**config.mk**
```make
export PLATFORM = sky130hd
export DESIGN_NAME = gl7_ctrl
export DESIGN_NICKNAME = d
export VERILOG_FILES = /design/src/design/gl7_pkg.sv /design/src/design/gl7_ctrl.sv
export SDC_FILE = /design/constraint.sdc
export NUM_CORES = 1
export LEC_CHECK = 0
export ABC_AREA = 1
export BUFFER_PORTS_ARGS = -buffer_cell sky130_fd_sc_hd__clkbuf_2
export CORE_MARGIN = 2
export CORE_UTILIZATION = 48
export CTS_BUF_LIST = sky130_fd_sc_hd__clkbuf_16
export CTS_CLUSTER_DIAMETER = 30
export DETAILED_ROUTE_END_ITERATION = 8
export PLACE_DENSITY_LB_ADDON = 0.15
export SYNTH_ARGS = -nofsm -noshare
export SYNTH_HDL_FRONTEND = slang
export SYNTH_SLANG_ARGS = --single-unit
```
**constraint.sdc**
```tcl
create_clock -name clk_i -period 1.5 [get_ports clk_i]
set_input_delay 0 -clock clk_i [delete_from_list [all_inputs] [get_ports clk_i]]
set_output_delay 0 -clock clk_i [all_outputs]
set_load 0.01 [all_outputs]
```
**src/design/gl7_pkg.sv**
```systemverilog
// Shared types and constants for the seven-point Laplacian stencil unit.
// Used by the controller, the datapath and the top level; no dependencies.
package gl7_pkg;

  localparam int VAL_W = 32;
  localparam int SUM_W = 36;
  localparam int PRD_W = 53;
  localparam int CFG_W = 32;
  localparam int CIDX_W = 2;
  localparam int NUM_TAPS = 7;
  localparam int TAP_W = 3;

  typedef enum logic [CIDX_W-1:0] {
    CFG_SIZE_X = 2'd0,
    CFG_SIZE_Y = 2'd1,
    CFG_SIZE_Z = 2'd2,
    CFG_INV_SP = 2'd3
  } cfg_idx_e;

  typedef enum logic [2:0] {
    ST_IDLE,
    ST_SETUP,
    ST_TAP,
    ST_DRAIN,
    ST_MUL_LO,
    ST_MUL_HI,
    ST_OUT
  } ctrl_state_e;

  localparam logic [TAP_W-1:0] TAP_CENTER = 3'd6;

  typedef struct packed {
    logic                 start;
    logic                 clr_acc;
    logic                 issue;
    logic [TAP_W-1:0]     tap;
    logic [1:0]           cell_sel;
    logic                 mul_lo;
    logic                 mul_hi;
    logic                 load_out;
    logic                 last;
  } gl7_cmd_t;

  typedef struct packed {
    logic [3:0] emit_mask;
    logic       out_free;
  } gl7_sts_t;

endpackage

```
**src/design/gl7_ctrl.sv**
```systemverilog
// Sequencer for the stencil unit: walks the cells that one request completes.
// Depends on gl7_pkg; drives the datapath through gl7_cmd_t only.
module gl7_ctrl
  import gl7_pkg::*;
(
  input  logic     clk_i,
  input  logic     rst_ni,
  input  logic     in_valid_i,
  output logic     in_ready_o,
  input  gl7_sts_t sts_i,
  output gl7_cmd_t cmd_o
);

  ctrl_state_e      state_q, state_d;
  logic [3:0]       mask_q, mask_d;
  logic [TAP_W-1:0] tap_q, tap_d;
  logic [1:0]       sel;
  logic [3:0]       rest;

  always_comb begin
    sel = 2'd0;
    if (mask_q[0]) begin
      sel = 2'd0;
    end else if (mask_q[1]) begin
      sel = 2'd1;
    end else if (mask_q[2]) begin
      sel = 2'd2;
    end else begin
      sel = 2'd3;
    end
    rest = mask_q & ~(4'b0001 << sel);
  end

  always_ff @(posedge clk_i or negedge rst_ni) begin
    if (!rst_ni) begin
      state_q <= ST_IDLE;
      mask_q  <= '0;
      tap_q   <= '0;
    end else begin
      state_q <= state_d;
      mask_q  <= mask_d;
      tap_q   <= tap_d;
    end
  end

  always_comb begin
    state_d    = state_q;
    mask_d     = mask_q;
    tap_d      = tap_q;
    in_ready_o = 1'b0;
    cmd_o      = '0;
    cmd_o.tap      = tap_q;
    cmd_o.cell_sel = sel;
    case (state_q)
      ST_IDLE: begin
        in_ready_o = 1'b1;
        if (in_valid_i) begin
          cmd_o.start = 1'b1;
          mask_d = sts_i.emit_mask;
          if (sts_i.emit_mask != 4'd0) begin
            state_d = ST_SETUP;
          end
        end
      end
      ST_SETUP: begin
        cmd_o.clr_acc = 1'b1;
        tap_d = '0;
        state_d = ST_TAP;
      end
      ST_TAP: begin
        cmd_o.issue = 1'b1;
        if (tap_q == TAP_CENTER) begin
          state_d = ST_DRAIN;
        end else begin
          tap_d = tap_q + 3'd1;
        end
      end
      ST_DRAIN:  state_d = ST_MUL_LO;
      ST_MUL_LO: begin
        cmd_o.mul_lo = 1'b1;
        state_d = ST_MUL_HI;
      end
      ST_MUL_HI: begin
        cmd_o.mul_hi = 1'b1;
        state_d = ST_OUT;
      end
      ST_OUT: begin
        if (sts_i.out_free) begin
          cmd_o.load_out = 1'b1;
          cmd_o.last = (rest == 4'd0);
          mask_d = rest;
          state_d = (rest == 4'd0) ? ST_IDLE : ST_SETUP;
        end
      end
      default: state_d = ST_IDLE;
    endcase
  end

endmodule

```
==> tab_implementation.tex <==
\begin{tabular}{lr}
\hline
Metric & Value \\
\hline
\multicolumn{2}{l}{\textbf{Routing}} \\
\quad Antenna-violating nets left & 0 \\
\quad DRC violations left & 0 \\
\quad Initial DRT Pass Iterations & 4 \\
\quad Vias per cell & 4.760 \\
\quad Post-detailed-routing wire length & 1380 um \\
\quad Per-cell routed wire length & 10.70 um \\
\quad Violation count after the first detailed-routing iteration & 6 \\
\quad Vias after detailed routing & 614 \\
\multicolumn{2}{l}{\textbf{CTS}} \\
\quad Clock sink total & 10 \\
\quad Number of buffers on the longest clock path & 2 \\
\quad Number of H-tree branching levels & 1 \\
\quad TritonCTS clock tree & yes \\
\quad Cell chosen for the clock root & sky130\_fd\_sc\_hd\_\_clkbuf\_16 \\
\quad TritonCTS buffer count & 3 \\
\quad Clk\_lat worst skew & 0.23 ns \\
\quad Clock input transition at the sequential cells of the worst setup and hold paths & 0.04 ns \\
\quad Setup Buffers After CTS & 0 \\
\multicolumn{2}{l}{\textbf{Timing}} \\
\quad Number of max-slew violations in the final report & 0 \\
\quad Worst slew slack as a fraction of its limit & 0.8350 \\
\quad Transition time at the pin with the least slew margin & 0.2474 ns \\
\quad Final setup violation count & 0 \\
\quad Shortest clock period the worst path allows after layout & 1.363 ns \\
\quad Setup repair after global routing missed its margin & false \\
\quad Peak Freq & 0.7338 GHz \\
\quad Fin crit share & 0.9085 \\
\quad Layout Skew & 0.002519 ns \\
\quad Final hold violation count & 0 \\
\quad Final total negative setup slack & 0 ns \\
\multicolumn{2}{l}{\textbf{Synthesis}} \\
\quad Share of the yosys chip area belonging to registers & 0.3876 \\
\quad Share of cell area taken by muxes after synthesis & 0 \\
\quad Average instance area after synthesis & 7.174 um\^{}2 \\
\quad Post-synthesis share of cell area spent on and, or, nand and nor gates & 0.3953 \\
\quad Distinct cell type count of the synthesized netlist & 20 \\
\quad Cell Area, Synth & 645.6 um\^{}2 \\
\quad Synthesized Nets & 100 \\
\quad Synth Area in XOR/XNOR & 0.01357 \\
\quad Flop and latch count out of synthesis & 10 \\
\quad Combinational family with the most area after synthesis & simple AND/OR/NAND/NOR gates \\
\quad Area fraction in compound gates after synthesis & 0.08333 \\
\quad Post-Synthesis Cells & 90 \\
\quad Post-synthesis adder-cell area fraction & 0.03876 \\
\quad Number of warning messages in the yosys log & 0 \\
\multicolumn{2}{l}{\textbf{Final layout}} \\
\quad Non-filler instance count after layout & 129 \\
\quad Area added between synthesis and finish & 32.95\% \\
\quad Layout cells sized above 1 & 0.3596 \\
\quad Most common library cell in the layout ignoring fill and taps & sky130\_fd\_sc\_hd\_\_nand2\_1 \\
\quad Filler cell count in the final layout & 123 \\
\quad Highest-count cells in the layout ignoring fill and taps & 26 x sky130\_fd\_sc\_hd\_\_nand2\_1, 20 x sky130\_fd\_sc\_hd\_\_clkbuf\_2, 12 x sky130\_fd\_sc\_hd\_\_nor2\_1 \\
\quad Final layout net count & 126 \\
\quad Cell area after layout & 858.3 um\^{}2 \\
\quad Ant diodes & 0 \\
\multicolumn{2}{l}{\textbf{Floorplan}} \\
\quad Floorplan row count & 13 \\
\quad Core area & 0.001285 mm\^{}2 \\
\quad Boundary pin count & 21 \\
\quad Effective utilization at floorplan & 0.5024 \\
\quad Die footprint & 0.001654 mm\^{}2 \\
\quad Overall die height & 40.68 um \\
\quad Horizontal extent of the die & 40.68 um \\
\multicolumn{2}{l}{\textbf{Job}} \\
\quad Maximum capacitance violations & 0 \\
\multicolumn{2}{l}{\textbf{Critical path}} \\
\quad Required time worst endpoint & 1.50 ns \\
\quad Critical path arrival & 1.36 ns \\
\quad Largest fanout on the critical path & 4 \\
\quad Worst Setup Path Type & reg -> out \\
\quad Critical Path Start Type & register \\
\quad Critical Path Sink Type & primary output \\
\multicolumn{2}{l}{\textbf{Placement}} \\
\quad Final estimated routing congestion in global placement & 0.7329 \\
\quad Cell area after placement & 764.5 um\^{}2 \\
\quad Count of input and output buffers & 20 \\
\quad Number of instances in the placed design & 125 \\
\quad HPWL reported at the end of detailed placement & 1101 um \\
\multicolumn{2}{l}{\textbf{Status}} \\
\quad Result of the run & finished clean \\
\multicolumn{2}{l}{\textbf{Power}} \\
\quad Peak supply drop & 1.129 mV \\
\quad LEAKAGE & 0.5053 nW \\
\quad Cell area power density & 2166 mW/mm\^{}2 \\
\multicolumn{2}{l}{\textbf{Global route}} \\
\quad Number of antenna violations at the first check in global routing & 0 \\
\quad Vias in the first global route & 514 \\
\quad Pin count of the biggest net entering global routing & 11 \\
\quad Total global routing track utilization & 0.1874 \\
\quad Aggregate global routing overflow & 0 \\
\quad Global-route wire length before repair & 1980 um \\
\multicolumn{2}{l}{\textbf{Min path}} \\
\quad Path type of the worst min-delay path & in -> reg \\
\hline
\end{tabular}
## flip-flops by register name, indices dropped and copies added (netlist names)
name,flops
state_q,3
mask_q,4
tap_q,3
## power breakdown
part	switching, W	internal [W]
combinational	0.000554	0.000331
clock	0.000108	0.000344
sequential	0.000129	0.000394
total	0.000790	0.00107
## worst paths after layout
check,from,end,slack [ns],cells past startpoint
worst max-delay path,state_q[0],cmd_o[0],0.14,6
worst min-delay path,sts_i[1],mask_q[0],0.06,3
worst max register to register,tap_q[0],tap_q[1],0.27,8
worst min register to register,mask_q[3],mask_q[3],0.48,2
max in group asynchronous,rst_ni,state_q[0],1.12,2
min in group asynchronous,rst_ni,tap_q[0],0.16,2
## synth_stat cells, drive strengths merged
library cell,n,area [um^2]
nand2,29,116.4
nor2,15,66.32
inv,14,52.55
dfrtp,10,250.2
nand3,8,55.05
o21ai,6,41.29
ha,2,25.02
a21o,1,7.510
a21oi,1,5.000
nand4,1,6.260
nor3,1,5.000
or2,1,6.260
xor2,1,8.760
## routing by layer
| layer | vias up | share of wire | GRT usage |
|---|---|---|---|
| li1 | 331 | - | - |
| met1 | 267 | 0.48 | 0.2138 |
| met2 | 14 | 0.47 | 0.3294 |
| met3 | 2 | 0.043 | 0.04891 |
| met4 | 0 | 0.0043 | 0.07500 |
| met5 | - | 0 | 0 |
## logic make-up (layout without fill, tap and decap cells)
group / after synthesis / count (layout)
xor+xnor: 1 / 1
simple gates: 55 / 55
flops: 10 / 10
compound gates: 8 / 8
buf+inv: 14 / 38
fa+ha+maj: 2 / 2
## through the flow
step	setup WS [ns]	total power [W]	util	hold WS [ns]
global placement	0.3154	0.001376	0.5949	-0.1251
detailed placement	0.2766	0.001390	0.5949	-0.1258
global route	0.006169	0.002022	0.6680	0.07965
finish	0.1373	0.001859	0.6680	0.05639
CTS	0.06236	0.001859	0.6611	0.05002
floorplan	0.3192	0.001126	-	-0.2956
## area by class of cell
cell class	count	area, um^2	area share
clock buffer	3	75.07	0.08746
inverter	14	52.55	0.06122
multi-input combinational	66	350.3	0.4082
sequential	10	251.5	0.2930
tap	15	18.77	0.02187
timing repair buffer	21	110.1	0.1283
## critical path, stage by stage, from the launching register on
cell and delay (ns):
sky130_fd_sc_hd__dfrtp_2 0.43, sky130_fd_sc_hd__inv_2 0.11, sky130_fd_sc_hd__nand3_2 0.11, sky130_fd_sc_hd__nor2_2 0.14, sky130_fd_sc_hd__nand3_1 0.09, sky130_fd_sc_hd__nor2_1 0.11, sky130_fd_sc_hd__clkbuf_2 0.14
## repair_timing
action / CTS / global route
endpoints found under the hold margin: 10 / 0
hold buffers: 1 / 0
gates resized for setup: 0 / 3
setup endpoints to repair: 0 / 1
(Power assumes the default switching activity.)
